### src/hw/rtl/qeic_pkg.sv
// Package for the quadrature encoder interval counter.
// Holds the step codes, the item layout and the fixed field widths.
// No dependencies; every other file refers to it by scoped names.
`timescale 1ns / 1ps
`default_nettype none

package qeic_pkg;

    // What an input item asks for.
    typedef enum logic [1:0] {
        ACT_EDGE_A = 2'd0,
        ACT_EDGE_B = 2'd1,
        ACT_LATCH  = 2'd2,
        ACT_NONE   = 2'd3
    } t_action;

    // Fixed widths of the stream fields.
    localparam int CHANNEL_W  = 2;
    localparam int REPORT_W   = 16;
    localparam int REPORTED   = 4;
    localparam int MASK_W     = 4;
    localparam int S_TDATA_W  = 8;
    localparam int S_TUSER_W  = 2;
    localparam int M_FIELDS_W = REPORTED * REPORT_W + REPORTED + REPORT_W;
    localparam int M_TDATA_W  = ((M_FIELDS_W + 7) / 8) * 8;

    // Reset value of the invert mask: channels two and three reversed.
    localparam logic [MASK_W-1:0] INVERT_RESET = 4'd12;

    // One input item as it travels from the input register to the core.
    typedef struct packed {
        t_action              action;
        logic [CHANNEL_W-1:0] channel;
        logic                 other_phase_level;
    } t_item;

endpackage

`default_nettype wire

### src/hw/rtl/qeic_in_reg.sv
// Input register of the quadrature encoder interval counter.
// Captures one item from the slave stream and holds it until the core takes it.
// Depends on qeic_pkg for the item type.
`timescale 1ns / 1ps
`default_nettype none

module qeic_in_reg (
    input  wire logic          i_clk,
    input  wire logic          i_rst_n,
    input  wire logic          i_valid,
    output logic               o_ready,
    input  qeic_pkg::t_item    i_item,
    output logic               o_valid,
    output qeic_pkg::t_item    o_item,
    input  wire logic          i_take
);

    logic            r_valid;
    qeic_pkg::t_item r_item;

    // The register is free when empty or when its item leaves this cycle.
    assign o_ready = !r_valid || i_take;

    // Valid flag.
    always_ff @(posedge i_clk) begin
        if (!i_rst_n) begin
            r_valid <= 1'b0;
        end else if (o_ready) begin
            r_valid <= i_valid;
        end
    end

    // Payload needs no reset.
    always_ff @(posedge i_clk) begin
        if (o_ready && i_valid) begin
            r_item <= i_item;
        end
    end

    assign o_valid = r_valid;
    assign o_item  = r_item;

endmodule

`default_nettype wire

### src/hw/rtl/qeic_count_core.sv
// Counting core of the quadrature encoder interval counter.
// Holds running and latched counts, applies one item per cycle unless the result stalls, and registers the result.
// Depends on qeic_pkg for codes, widths and the item type.
`timescale 1ns / 1ps
`default_nettype none

module qeic_count_core #(
    parameter int CHANNELS    = 4,
    parameter int COUNT_WIDTH = 16
) (
    input  wire logic                          i_clk,
    input  wire logic                          i_rst_n,
    input  wire logic                          i_valid,
    input  qeic_pkg::t_item                    i_item,
    output logic                               o_take,
    input  wire logic [qeic_pkg::MASK_W-1:0]   i_invert_mask,
    output logic                               o_valid,
    input  wire logic                          i_ready,
    output logic [qeic_pkg::M_TDATA_W-1:0]     o_data
);

    localparam int DIR_N = (CHANNELS < qeic_pkg::REPORTED) ? CHANNELS : qeic_pkg::REPORTED;
    localparam logic signed [COUNT_WIDTH-1:0] CNT_MAX = {1'b0, {(COUNT_WIDTH-1){1'b1}}};
    localparam logic signed [COUNT_WIDTH-1:0] CNT_MIN = {1'b1, {(COUNT_WIDTH-1){1'b0}}};
    localparam int PAD_W = qeic_pkg::M_TDATA_W - qeic_pkg::M_FIELDS_W;

    logic signed [COUNT_WIDTH-1:0] r_run [CHANNELS];
    logic signed [COUNT_WIDTH-1:0] n_run [CHANNELS];
    logic signed [COUNT_WIDTH-1:0] r_lat [CHANNELS];
    logic signed [COUNT_WIDTH-1:0] n_lat [CHANNELS];
    logic [qeic_pkg::REPORTED-1:0] r_dir;
    logic [qeic_pkg::REPORTED-1:0] n_dir;

    logic                              r_out_valid;
    logic [qeic_pkg::M_TDATA_W-1:0]    r_out_data;
    logic [qeic_pkg::M_TDATA_W-1:0]    n_out_data;

    logic                              count_up;
    logic [qeic_pkg::REPORT_W-1:0]     lat_field [qeic_pkg::REPORTED];
    logic [qeic_pkg::REPORT_W-1:0]     run_field;

    // Keep the low report bits of a count, sign-extended when the count is narrower.
    function automatic logic [qeic_pkg::REPORT_W-1:0] to_report(
        input logic signed [COUNT_WIDTH-1:0] v
    );
        logic signed [63:0] wide;
        wide = 64'(v);
        return wide[qeic_pkg::REPORT_W-1:0];
    endfunction

    // An item moves on when the result register is free or being emptied.
    assign o_take = i_valid && (!r_out_valid || i_ready);

    // Direction of one edge: A counts up with the other phase high, B the reverse.
    always_comb begin
        count_up = (i_item.action == qeic_pkg::ACT_EDGE_A) ? i_item.other_phase_level
                                                           : !i_item.other_phase_level;
        count_up = count_up ^ i_invert_mask[i_item.channel];
    end

    // Next state of the counters for the item in the input register.
    always_comb begin
        n_run = r_run;
        n_lat = r_lat;
        n_dir = r_dir;
        case (i_item.action)
            qeic_pkg::ACT_EDGE_A, qeic_pkg::ACT_EDGE_B: begin
                for (int k = 0; k < CHANNELS; k++) begin
                    if (int'(i_item.channel) == k) begin
                        if (count_up) begin
                            if (r_run[k] != CNT_MAX) begin
                                n_run[k] = r_run[k] + COUNT_WIDTH'(1);
                            end
                        end else begin
                            if (r_run[k] != CNT_MIN) begin
                                n_run[k] = r_run[k] - COUNT_WIDTH'(1);
                            end
                        end
                    end
                end
            end
            qeic_pkg::ACT_LATCH: begin
                n_dir = '0;
                for (int k = 0; k < CHANNELS; k++) begin
                    n_lat[k] = r_run[k];
                    n_run[k] = '0;
                end
                for (int k = 0; k < DIR_N; k++) begin
                    n_dir[k] = r_run[k][COUNT_WIDTH-1];
                end
            end
            default: begin
            end
        endcase
    end

    // Latched count fields; channels that do not exist report zero.
    for (genvar g = 0; g < qeic_pkg::REPORTED; g++) begin : g_lat_field
        if (g < CHANNELS) begin : g_live
            assign lat_field[g] = to_report(n_lat[g]);
        end else begin : g_absent
            assign lat_field[g] = '0;
        end
    end

    // Running count of the addressed channel after this item.
    always_comb begin
        run_field = '0;
        for (int k = 0; k < CHANNELS; k++) begin
            if (int'(i_item.channel) == k) begin
                run_field = to_report(n_run[k]);
            end
        end
    end

    // Result layout, highest bits first.
    assign n_out_data = {{PAD_W{1'b0}}, run_field, n_dir,
                         lat_field[3], lat_field[2], lat_field[1], lat_field[0]};

    // Counter state.
    always_ff @(posedge i_clk) begin
        if (!i_rst_n) begin
            for (int k = 0; k < CHANNELS; k++) begin
                r_run[k] <= '0;
                r_lat[k] <= '0;
            end
            r_dir <= '0;
        end else if (o_take) begin
            r_run <= n_run;
            r_lat <= n_lat;
            r_dir <= n_dir;
        end
    end

    // Result register valid flag.
    always_ff @(posedge i_clk) begin
        if (!i_rst_n) begin
            r_out_valid <= 1'b0;
        end else if (o_take) begin
            r_out_valid <= 1'b1;
        end else if (i_ready) begin
            r_out_valid <= 1'b0;
        end
    end

    // Result payload.
    always_ff @(posedge i_clk) begin
        if (o_take) begin
            r_out_data <= n_out_data;
        end
    end

    assign o_valid = r_out_valid;
    assign o_data  = r_out_data;

    // Direction flags always follow the sign of the latched counts.
    for (genvar g = 0; g < DIR_N; g++) begin : g_dir_check
        a_dir_sign: assert property (@(posedge i_clk) disable iff (!i_rst_n)
            r_dir[g] == r_lat[g][COUNT_WIDTH-1])
            else $error("direction flag disagrees with latched count sign");
    end

    // A latch step leaves the running count of channel zero at zero.
    a_latch_clears: assert property (@(posedge i_clk) disable iff (!i_rst_n)
        (o_take && i_item.action == qeic_pkg::ACT_LATCH) |=> (r_run[0] == '0))
        else $error("running count not cleared by latch");

    // Only a latch step may change the latched count of channel zero.
    a_lat_hold: assert property (@(posedge i_clk) disable iff (!i_rst_n)
        (!(o_take && i_item.action == qeic_pkg::ACT_LATCH)) |=> $stable(r_lat[0]))
        else $error("latched count changed without a latch step");

    // A result is never overwritten while it waits to be taken.
    a_no_overwrite: assert property (@(posedge i_clk) disable iff (!i_rst_n)
        (r_out_valid && !i_ready) |-> !o_take)
        else $error("item taken while result register is stalled");

endmodule

`default_nettype wire

### src/hw/rtl/quad_encoder_interval_counter.sv
// Quadrature encoder interval counter, top level.
// Input stream (i_s_*): one item per handshake. tuser carries the action
// (edge on phase A, edge on phase B, period-end latch, no-op); tdata carries
// the channel and the sampled level of the opposite phase.
// Output stream (o_m_*): one result item per input item, in order: the four
// latched counts, the direction bits and the addressed channel's running count.
// Configuration: i_cfg_wr_en writes the invert mask (one bit per channel) at
// the clock edge; it resets to channels two and three reversed.
// Each item passes the input register, then the result register. Throughput:
// one item per cycle while the receiver takes results; a single add-or-subtract
// with saturation lies between the two registers.
// Reset (synchronous, active low) clears all counts, the direction bits and
// both pipeline registers. When the receiver stalls, the result register holds
// its item and the input register still takes one more item; after that
// o_s_tready drops until the result is taken.
`timescale 1ns / 1ps
`default_nettype none

module quad_encoder_interval_counter #(
    parameter int CHANNELS    = 4,
    parameter int COUNT_WIDTH = 16
) (
    input  wire logic                                i_clk,
    input  wire logic                                i_rst_n,
    // Slave stream.
    input  wire logic                                i_s_tvalid,
    output logic                                     o_s_tready,
    // tdata: [1:0] channel, [2] other_phase_level, [7:3] zero.
    input  wire logic [qeic_pkg::S_TDATA_W-1:0]      i_s_tdata,
    // tuser: [1:0] action.
    input  wire logic [qeic_pkg::S_TUSER_W-1:0]      i_s_tuser,
    // Master stream.
    output logic                                     o_m_tvalid,
    input  wire logic                                i_m_tready,
    // tdata: [15:0] latched_count_0, [31:16] latched_count_1,
    // [47:32] latched_count_2, [63:48] latched_count_3,
    // [67:64] direction_bits, [83:68] running_count, [87:84] zero.
    output logic [qeic_pkg::M_TDATA_W-1:0]           o_m_tdata,
    // Configuration.
    input  wire logic                                i_cfg_wr_en,
    input  wire logic [qeic_pkg::MASK_W-1:0]         i_cfg_wr_data
);

    logic [qeic_pkg::MASK_W-1:0] r_invert_mask;
    qeic_pkg::t_item             s_item;
    qeic_pkg::t_item             held_item;
    logic                        held_valid;
    logic                        take;

    // Invert mask register.
    always_ff @(posedge i_clk) begin
        if (!i_rst_n) begin
            r_invert_mask <= qeic_pkg::INVERT_RESET;
        end else if (i_cfg_wr_en) begin
            r_invert_mask <= i_cfg_wr_data;
        end
    end

    // Unpack the slave stream fields.
    always_comb begin
        s_item.action            = qeic_pkg::t_action'(i_s_tuser);
        s_item.channel           = i_s_tdata[qeic_pkg::CHANNEL_W-1:0];
        s_item.other_phase_level = i_s_tdata[qeic_pkg::CHANNEL_W];
    end

    qeic_in_reg u_in_reg (
        .i_clk   (i_clk),
        .i_rst_n (i_rst_n),
        .i_valid (i_s_tvalid),
        .o_ready (o_s_tready),
        .i_item  (s_item),
        .o_valid (held_valid),
        .o_item  (held_item),
        .i_take  (take)
    );

    qeic_count_core #(
        .CHANNELS    (CHANNELS),
        .COUNT_WIDTH (COUNT_WIDTH)
    ) u_core (
        .i_clk         (i_clk),
        .i_rst_n       (i_rst_n),
        .i_valid       (held_valid),
        .i_item        (held_item),
        .o_take        (take),
        .i_invert_mask (r_invert_mask),
        .o_valid       (o_m_tvalid),
        .i_ready       (i_m_tready),
        .o_data        (o_m_tdata)
    );

endmodule

`default_nettype wire
### config.mk
export PLATFORM = sky130hd
export DESIGN_NAME = quad_encoder_interval_counter
export DESIGN_NICKNAME = d
export VERILOG_FILES = /design/src/hw/rtl/qeic_pkg.sv /design/src/hw/rtl/qeic_in_reg.sv /design/src/hw/rtl/qeic_count_core.sv /design/src/hw/rtl/quad_encoder_interval_counter.sv
export SDC_FILE = /design/constraint.sdc
export NUM_CORES = 1
export LEC_CHECK = 0
export BUFFER_PORTS_ARGS = -buffer_cell sky130_fd_sc_hd__buf_2
export CORE_ASPECT_RATIO = 0.5
export CORE_MARGIN = 2
export CORE_UTILIZATION = 61
export DETAILED_ROUTE_END_ITERATION = 6
export PLACE_DENSITY_LB_ADDON = 0.15
export SYNTH_ARGS = -nofsm -noshare
export SYNTH_HDL_FRONTEND = slang
export SYNTH_SLANG_ARGS = --single-unit
### constraint.sdc
create_clock -name i_clk -period 5 [get_ports i_clk]
set_input_delay 0.5 -clock i_clk [delete_from_list [all_inputs] [get_ports i_clk]]
set_output_delay 0.5 -clock i_clk [all_outputs]
set_load 0.02 [all_outputs]
==> results.env, run 1 <==
FILL_CELL_TOTAL_OF_THE_FINISHED_LAYOUT=1662
DRT_FIRST_ITER_VIOLATIONS=1856
POWER_DENSITY_nW_PER_UM2=314
RRSETUPSLACK_NS=1.33
TIMING_MAX_TRANSITION_VIOLATIONS_FINAL=0
CTS_MADE_BUFFERS=21
TOTALNEGATIVESETUPSLACK_NS=0
CTS_SETUP_BUFFERS=0
TIMING.CRITICAL_PATH.BUF_INV=0
FINALNETCOUNT=1626
ROW_COUNT=37
GRT_SETUP_UNREPAIRED='no'
ROUTE.DETAILED.VIAS_PER_INST=6.54
GLOBALROUTETOTALUTIL_PCT=34.4
MAX_SLEW_MARGIN_PCT=18.4
R2R.WORST_PATH.CELLS=7
CRITICAL_PATH.REG2REG.ENDPOINT='u_core.o_data[72]$_DFFE_PP_'
GRT.OVERFLOW.TOTAL=0
TOTAL_NUMBER_OF_YOSYS_WARNINGS=0
GRT_PASS1_VIAS=11000
CLOCK_PATH_BUFFERS=3
PLACE.GP.CONGESTION=0.947
SYNTH_TOP_AREA_SHARE_PCT=21.6
POSTCTSRESIZEDCELLS=0
CELL_CHOSEN_FOR_THE_CLOCK_ROOT='sky130_fd_sc_hd__clkbuf_16'
ANTENNA_VIOLATING_NETS_POST_ROUTE=0
SETUP_VIOL=0
SYNTHESIS.AREA_UM2=12800
POWER_LEAKAGE_uW=0.00512
TIMING.CRITICAL_PATH.SLOWEST_CELL_DELAY_NS=0.91
CRITICAL_PATH.CELL_CHAIN='mux4_2 -> xor3_2 -> nand4b_1 -> a21oi_1 -> mux2i_1 -> mux2_2 -> a221o_1'
CRITICAL_PATH.REG2REG.STARTPOINT='u_in_reg.o_item[1]$_DFFE_PP_'
POST_SYNTH_EDFFS=89
HOLDPATHSTAGES=1
OUTCOME='finished clean'
GRT_MAX_DEGREE=132
CRIT_CELLS=7
HOLDCRITPATHCLASS='primary input to flop'
POST-PLACE-CELLS=1845
WORST-SETUP-PATH-TYPE='flop to flop'
VDD_DROP_MAX_mV=0.291
PATH_CLK_SLEW_NS=0.07
FINAL_MIN_PERIOD_OVER_CLOCK_PERIOD_PCT=73.4
WORST-ENDPOINT-ARRIVAL_NS=3.94
ROUTE.DETAILED.DRC=0
DIE_WIDTH_UM=209
FLOORPLAN.IO_PINS=109
P_TOTAL_uW=4380
FLOORPLAN.DIE.HEIGHT_UM=106
ROUTED_WIRELENGTH_UM=38500
NETLIST_TOP_CELLS_AREA='sky130_fd_sc_hd__dfxtp_1 22%, sky130_fd_sc_hd__edfxtp_1 21%, sky130_fd_sc_hd__nand2_1 11%'
WORST_EP_REQUIRED_TIME_NS=5.27
SYNTH_FLOP_CELL='sky130_fd_sc_hd__dfxtp_1'
CRITICAL_PATH_PEAK_FANOUT=31
FLOORPLAN.INITIALDENSITY_PCT=62.2
SETUP.WORST_PATH.START_CLASS='flop'
SYNTH.LIB_CELLS_USED.DISTINCT=81
DESIGN.DIE.AREA_UM2=22200
H-TREE-DEPTH=1
FINAL_LAYOUT_SIZE_SUFFIX_GT1_SHARE_PCT=11.9
GRT_FIRST_PASS_WIRELENGTH_UM=60600
WORSTSETUPENDPOINTTYPE='flop'
HOLDBUFCOUNTCTS=0
WORSTMARGINPINSLEW_NS=1.21
INSERTION_DELAY_NS=0.52
CRITICAL_PATH.SLOWEST_CELL='sky130_fd_sc_hd__xor3_2'
YS_SEQ_AREA_SHARE_PCT=42.5
SYNTH-SEQ-CELLS=227
SYNTH.MOST_COMMON_CELL='sky130_fd_sc_hd__nand2_1'
MIN_PERIOD_NS=3.67
MAX_FREQ_GHz=0.272
FIN_CELLS=1883
ROUTE.VIAS.TOTAL=12300
POSTLAYOUTCOREUTIL_PCT=67.8
MAX_CAP_VIOL_COUNT=0
CLOCK-SKEW-FINAL_NS=0.0122
SETUP.WORST_PATH.START='u_in_reg.o_item[1]$_DFFE_PP_'
CORE_AREA_UM2=20600
SYNTHESIS.INSTANCES=1596
SYNTH_AREA_LEADER_CELL='sky130_fd_sc_hd__dfxtp_1'
CPLARGESTDELAYFAMILY='multiplexers'
SYNTHTOPCELLSBYCOUNT='391 x sky130_fd_sc_hd__nand2_1, 138 x sky130_fd_sc_hd__dfxtp_1, 123 x sky130_fd_sc_hd__clkbuf_1'
NUMPORTBUFFERS=99
WIRE_LENGTH_PER_CELL_AFTER_DETAILED_ROUTING_UM=20.4
DP_HPWL_UM=25900
FINALHOLDVIOLCOUNT=0
CRITICAL_PATH.ENDPOINT='u_core.o_data[72]$_DFFE_PP_'
LAYOUT_STAGE_AREA_GROWTH_OVER_THE_SYNTHESIS_RESULT_PCT=8.92
FIRSTDRTPASSITERS=6
ANTENNA_FOUND_INITIAL=1
CTS_TREE='done'
HOLD_SLACK_NS=0.161
ASYNC_RESET_FF_SHARE_PCT=0
CLOCK_SINKS=227
POST_SYNTH.CELL_AREA_AVG_UM2=8.01
## flip-flops by register name, indices dropped and copies added (netlist names)
name and cells:
u_in_reg.o_item 5, u_core.o_data 84, r_invert_mask 4, u_core.r_dir 4
u_in_reg.o_valid 1, u_core.r_lat 64, u_core.r_run 64, u_core.o_valid 1
## power by group
part           internal [uW]  switching (uW)  total [uW]
Clock                    884             731        1620
Combinational            227             485         712
Sequential              1980            69.7        2050
Total                   3090            1290        4380
## metal layers
layer / GRT usage, % / up-vias / part of all wire, %
li1: - / 5708 / -
met1: 51.3 / 5874 / 44
met2: 50.9 / 660 / 43
met3: 7.36 / 64 / 11
met4: 8.27 / 0 / 2.1
met5: 0 / - / 0
## worst min-delay path by stage
stage                                              from                             to
after CTS                                  i_s_tdata[1]   u_in_reg.o_item[2]$_DFFE_PP_
after global routing                       i_s_tdata[2]   u_in_reg.o_item[0]$_DFFE_PP_
after global placement    u_core.r_lat[59]$_SDFFE_PN0P_  u_core.r_lat[59]$_SDFFE_PN0P_
after detailed placement  u_core.r_lat[31]$_SDFFE_PN0P_  u_core.r_lat[31]$_SDFFE_PN0P_
after floorplan           r_invert_mask[2]$_SDFFE_PN1P_  r_invert_mask[2]$_SDFFE_PN1P_
final                                      i_s_tuser[0]   u_in_reg.o_item[3]$_DFFE_PP_
## per-stage QoR
step / instance area [um^2] / setup slack [ns]
6_report: 13900 / 1.33
3_3_place_gp: 13300 / 1.52
4_1_cts: 13900 / 1.41
2_1_floorplan: 12800 / 0.978
3_5_place_dp: 13300 / 1.44
5_1_grt: 13900 / 1.18
## cell usage in the layout, fill, tap and decap left out, types with 5 or more instances in the layout
cell / synthesis / routed
sky130_fd_sc_hd__or4_1: 15 / 15
sky130_fd_sc_hd__o22a_1: 6 / 6
sky130_fd_sc_hd__o22ai_1: 8 / 8
sky130_fd_sc_hd__o21ai_0: 55 / 55
sky130_fd_sc_hd__and4_1: 14 / 14
sky130_fd_sc_hd__a211o_1: 6 / 6
sky130_fd_sc_hd__buf_2: 8 / 99
sky130_fd_sc_hd__dfxtp_1: 138 / 138
sky130_fd_sc_hd__or3_1: 27 / 27
sky130_fd_sc_hd__inv_1: 21 / 20
sky130_fd_sc_hd__nand3_1: 46 / 46
sky130_fd_sc_hd__nand3b_1: 6 / 6
sky130_fd_sc_hd__nor4_1: 21 / 21
sky130_fd_sc_hd__a21oi_1: 120 / 120
sky130_fd_sc_hd__nor4_2: 5 / 5
sky130_fd_sc_hd__and2_1: 10 / 10
sky130_fd_sc_hd__and3_1: 22 / 22
sky130_fd_sc_hd__o21a_1: 11 / 11
sky130_fd_sc_hd__clkbuf_16: 0 / 21
sky130_fd_sc_hd__nand2_1: 391 / 391
sky130_fd_sc_hd__xor2_1: 5 / 5
sky130_fd_sc_hd__a211oi_1: 25 / 25
sky130_fd_sc_hd__ha_1: 12 / 12
sky130_fd_sc_hd__nor3b_1: 5 / 5
sky130_fd_sc_hd__mux2_2: 11 / 11
sky130_fd_sc_hd__buf_4: 4 / 20
sky130_fd_sc_hd__nor2b_1: 7 / 6
sky130_fd_sc_hd__nand4_1: 30 / 30
sky130_fd_sc_hd__edfxtp_1: 89 / 89
sky130_fd_sc_hd__nor2_1: 108 / 108
sky130_fd_sc_hd__a31oi_1: 18 / 18
sky130_fd_sc_hd__o211ai_1: 18 / 18
sky130_fd_sc_hd__xnor2_1: 9 / 9
sky130_fd_sc_hd__mux2i_1: 32 / 32
sky130_fd_sc_hd__nor3_1: 53 / 53
sky130_fd_sc_hd__nor4b_1: 8 / 8
sky130_fd_sc_hd__a22oi_1: 10 / 10
## worst register-to-register path: stages, from the launching register on
cell                       delay [ns]
sky130_fd_sc_hd__edfxtp_1        0.39
sky130_fd_sc_hd__mux4_2          0.58
sky130_fd_sc_hd__xor3_2          0.91
sky130_fd_sc_hd__nand4b_1        0.40
sky130_fd_sc_hd__a21oi_1         0.35
sky130_fd_sc_hd__mux2i_1         0.13
sky130_fd_sc_hd__mux2_2          0.33
sky130_fd_sc_hd__a221o_1         0.35
## layout make-up
type,count,area [um^2],share of cell area (%)
diodes,1,2.50,0.0180
clock buffers,25,541,3.88
clock inverters,12,120,0.863
inverters,22,88.8,0.638
multi-input cells,1202,6710,48.2
flip-flops and latches,227,5440,39.0
well taps,273,342,2.45
repair buffers,121,686,4.92
## cell families (layout without fill, tap and decap cells)
kind of cell	Yosys count	count (layout)	synth area share, %
simple gates	794	794	29.5
compound gates	331	331	16.5
flops	227	227	42.5
buf+inv	170	180	5.26
mux	45	45	3.74
xor+xnor	16	16	1.33
fa+ha+maj	12	12	1.17
other cells	1	5	0.0293
No activity file was read; power rests on OpenSTA's default activity.
==> inputs of run 2 (changes only) <==
--- a/config.mk
+++ b/config.mk
@@ -8,7 +8,7 @@
 export BUFFER_PORTS_ARGS = -buffer_cell sky130_fd_sc_hd__buf_2
 export CORE_ASPECT_RATIO = 0.5
 export CORE_MARGIN = 2
-export CORE_UTILIZATION = 61
+export CORE_UTILIZATION = 55
 export DETAILED_ROUTE_END_ITERATION = 6
 export PLACE_DENSITY_LB_ADDON = 0.15
 export SYNTH_ARGS = -nofsm -noshare
==> constraint.sdc (replaced) <==
create_clock -name i_clk -period 3.17 [get_ports i_clk]
set_input_delay 0.317 -clock i_clk [delete_from_list [all_inputs] [get_ports i_clk]]
set_output_delay 0.317 -clock i_clk [all_outputs]
set_load 0.02 [all_outputs]
==> run 2 against run 1 <==
- core utilization fell by 2.3 points
- largest power group unchanged
- register-to-register slack got worse by 1.3 ns
- flip-flop and latch count did not move
- sequential power grew 57%
- combinational power increased by 85%
- largest cell class unchanged
- critical path depth up 1
- critical endpoint is now u_core.o_data[82]$_DFFE_PP_
- die area up 11%
- sequential share of layout area shrank 2.6 points
==> results.env, run 2 (synthesized netlist as in run 1, its figures left out) <==
GRT_FIRST_PASS_WIRELENGTH_UM=64000  # +5.6%
FLOORPLAN.DIE.HEIGHT_UM=112  # +5.1%
GRT.OVERFLOW.TOTAL=0  # unchanged
ROUTE.DETAILED.DRC=0  # unchanged
FIN_CELLS=2025  # +7.5%
MIN_PERIOD_NS=3.12  # -0.554 ns
POWER_DENSITY_nW_PER_UM2=486  # +55%
PATH_CLK_SLEW_NS=0.07  # about the same
LAYOUT_COMMONEST_CELL='sky130_fd_sc_hd__nand2_1'
CTS_MADE_BUFFERS=22  # +4.8%
WORST-SETUP-PATH-TYPE='flop to flop'
CRIT_CELLS=8  # +1
ROUTE.VIAS.TOTAL=12500  # +1.9%
MAX_FREQ_GHz=0.321  # +18%
MAX_CAP_VIOL_COUNT=0  # unchanged
P_TOTAL_uW=7260  # +66%
DIE_WIDTH_UM=220  # +5.2%
PLACE.GP.CONGESTION=0.982  # +3.6%
SETUP.WORST_PATH.START='u_in_reg.o_item[1]$_DFFE_PP_'
CLOCK-SKEW-FINAL_NS=0.0179  # +0.00571 ns
ANTENNA_CELLS=0  # -1
TOTALNEGATIVESETUPSLACK_NS=0  # unchanged
CRITICAL_PATH.REG2REG.ENDPOINT='u_core.o_data[82]$_DFFE_PP_'
LAYOUT_STAGE_AREA_GROWTH_OVER_THE_SYNTHESIS_RESULT_PCT=16.8
ANTENNA_VIOLATING_NETS_POST_ROUTE=0  # unchanged
R2R.WORST_PATH.CELLS=8  # +1
WORSTSETUPENDPOINTTYPE='flop'
FINAL_LAYOUT_SIZE_SUFFIX_GT1_SHARE_PCT=17.6  # +5.7 points
TIMING.CRITICAL_PATH.BUF_INV=1  # +1
CLOCK_PATH_BUFFERS=3  # unchanged
ROUTED_WIRELENGTH_UM=40600  # +5.6%
SETUP.WORST_PATH.START_CLASS='flop'
CTS_TREE='done'
CRITICAL_PATH_PEAK_FANOUT=7  # -77%
WIRE_LENGTH_PER_CELL_AFTER_DETAILED_ROUTING_UM=20.1  # -1.8%
HOLD_SLACK_NS=0.0109  # -0.150 ns
LARGEST_REGISTER_FFS=84  # unchanged
VDD_DROP_MAX_mV=0.403  # +38%
MOST-COMMON-LAYOUT-CELLS='391 x sky130_fd_sc_hd__nand2_1, 138 x sky130_fd_sc_hd__dfxtp_1, 118 x sky130_fd_sc_hd__a21oi_1, 118 x sky130_fd_sc_hd__buf_4, 108 x sky130_fd_sc_hd__nor2_1'
H-TREE-DEPTH=1  # unchanged
ANTENNA_FOUND_INITIAL=0  # -1
FLOORPLAN.IO_PINS=109  # unchanged
CORE_AREA_UM2=22800  # +11%
CPLARGESTDELAYFAMILY='simple AND/OR/NAND/NOR gates'
GRT_MAX_DEGREE=137  # +3.8%
CRITICAL_PATH.SLOWEST_CELL='sky130_fd_sc_hd__mux4_2'
GRT_PASS1_VIAS=11400  # +3.8%
POWER_LEAKAGE_uW=0.00571  # +11%
ROW_COUNT=39  # +5.4%
OUTCOME='finished clean'
CRITICAL_PATH.CELL_CHAIN='mux4_2 -> xor3_2 -> nand4b_1 -> buf_4 -> or4_1 -> nand3_1 -> o21ai_0 -> and3_1'
CELL_CHOSEN_FOR_THE_CLOCK_ROOT='sky130_fd_sc_hd__clkbuf_16'
FINAL_MIN_PERIOD_OVER_CLOCK_PERIOD_PCT=98.4  # +25 points
POST-PLACE-CELLS=1978  # +7.2%
RRSETUPSLACK_NS=0.05  # -1.28 ns
INSERTION_DELAY_NS=0.53  # about the same
DESIGN.DIE.AREA_UM2=24600  # +11%
CRITICAL_PATH.ENDPOINT='u_core.o_data[82]$_DFFE_PP_'
HOLDCRITPATHCLASS='primary input to flop'
GLOBALROUTETOTALUTIL_PCT=32.9  # -1.5 points
TIMING.CRITICAL_PATH.SLOWEST_CELL_DELAY_NS=0.57  # -0.34 ns
CRITICAL_PATH.REG2REG.STARTPOINT='u_in_reg.o_item[1]$_DFFE_PP_'
MAX_SLEW_MARGIN_PCT=54.4  # +36 points
WORSTMARGINPINSLEW_NS=0.675  # -0.537 ns
CLOCK_SINKS=227  # unchanged
POSTLAYOUTCOREUTIL_PCT=65.4  # -2.3 points
NUMPORTBUFFERS=99  # unchanged
FIRSTDRTPASSITERS=6  # unchanged
WORST_EP_REQUIRED_TIME_NS=3.44  # -1.83 ns
SETUP_VIOL=0  # unchanged
FINALHOLDVIOLCOUNT=0  # unchanged
ROUTE.DETAILED.VIAS_PER_INST=6.19  # -5.3%
WORST-ENDPOINT-ARRIVAL_NS=3.39  # -0.55 ns
DRT_FIRST_ITER_VIOLATIONS=1470  # -21%
FLOORPLAN.INITIALDENSITY_PCT=56.0  # -6.2 points
FINALNETCOUNT=1733  # +6.6%
TIMING_MAX_TRANSITION_VIOLATIONS_FINAL=0  # unchanged
GRT_SETUP_UNREPAIRED='no'
DP_HPWL_UM=28400  # +9.9%
## run 2: changes by cell type in the layout (fill, tap and decap cells not counted), sizes merged
cell | before | now
buf | 121 | 222
bufinv | 2 | 1
clkbuf | 25 | 34
clkinv | 8 | 5
diode | 1 | 0
dlygate4sd3 | 0 | 5
inv | 23 | 21
## run 2: how the worst min path moves through the flow
stage,cells after the start,startpoint,endpoint
final,3,i_cfg_wr_data[2],r_invert_mask[2]$_SDFFE_PN1P_
after detailed placement,2,u_core.r_lat[15]$_SDFFE_PN0P_,u_core.r_lat[15]$_SDFFE_PN0P_
after global routing,3,i_cfg_wr_data[2],r_invert_mask[2]$_SDFFE_PN1P_
after floorplan,0,i_s_tdata[2],u_in_reg.o_item[0]$_DFFE_PP_
after CTS,3,i_cfg_wr_data[2],r_invert_mask[2]$_SDFFE_PN1P_
after global placement,2,u_core.r_lat[60]$_SDFFE_PN0P_,u_core.r_lat[60]$_SDFFE_PN0P_
## run 2: power by group
part           switching (uW)  leakage (uW)  internal, uW  total [uW]
Sequential               85.2       0.00199          3120        3210
Combinational             839       0.00335           479        1320
Clock                    1160      0.000369          1580        2740
## run 2: metal layers
layer	global-route usage [%]	up-vias	routed length, um
li1	-	5930	-
met1	49.6	5964	18400
met2	47.8	581	17400
met3	7.30	64	4010
met4	7.34	0	773
met5	0	-	0
## run 2: timing repair
| action | 4_1_cts | 5_1_grt |
|---|---|---|
| setup buffers | 0 | 2 |
| endpoints found under the hold margin | 5 | 0 |
| endpoints found under the setup margin | 2 | 7 |
| hold buffers | 5 | 0 |
| pin swaps | 1 | 1 |
| gates resized for setup | 2 | 5 |
## run 2: area by class of cell
cell class	count	area (um^2)
flip-flops and latches	227	5440
fillers	1970	7900
multi-input cells	1202	6750
clock buffers	34	687
clock inverters	6	61.3
well taps	307	384
inverters	22	88.8
repair buffers	227	1530
## run 2: worst reg2reg max path, stage by stage (launching register included)
cell	delay, ns
sky130_fd_sc_hd__edfxtp_1	0.38
sky130_fd_sc_hd__mux4_2	0.57
sky130_fd_sc_hd__xor3_2	0.42
sky130_fd_sc_hd__nand4b_1	0.23
sky130_fd_sc_hd__buf_4	0.20
sky130_fd_sc_hd__or4_1	0.48
sky130_fd_sc_hd__nand3_1	0.16
sky130_fd_sc_hd__o21ai_0	0.16
sky130_fd_sc_hd__and3_1	0.24
## run 2: stage by stage
stage,cell area (um^2),setup slack [ns]
after floorplan,12800,0.253
after global placement,14100,0.0641
after detailed placement,14100,-0.0515
after CTS,14900,0.000969
after global routing,14900,0.00156
final,14900,0.0521
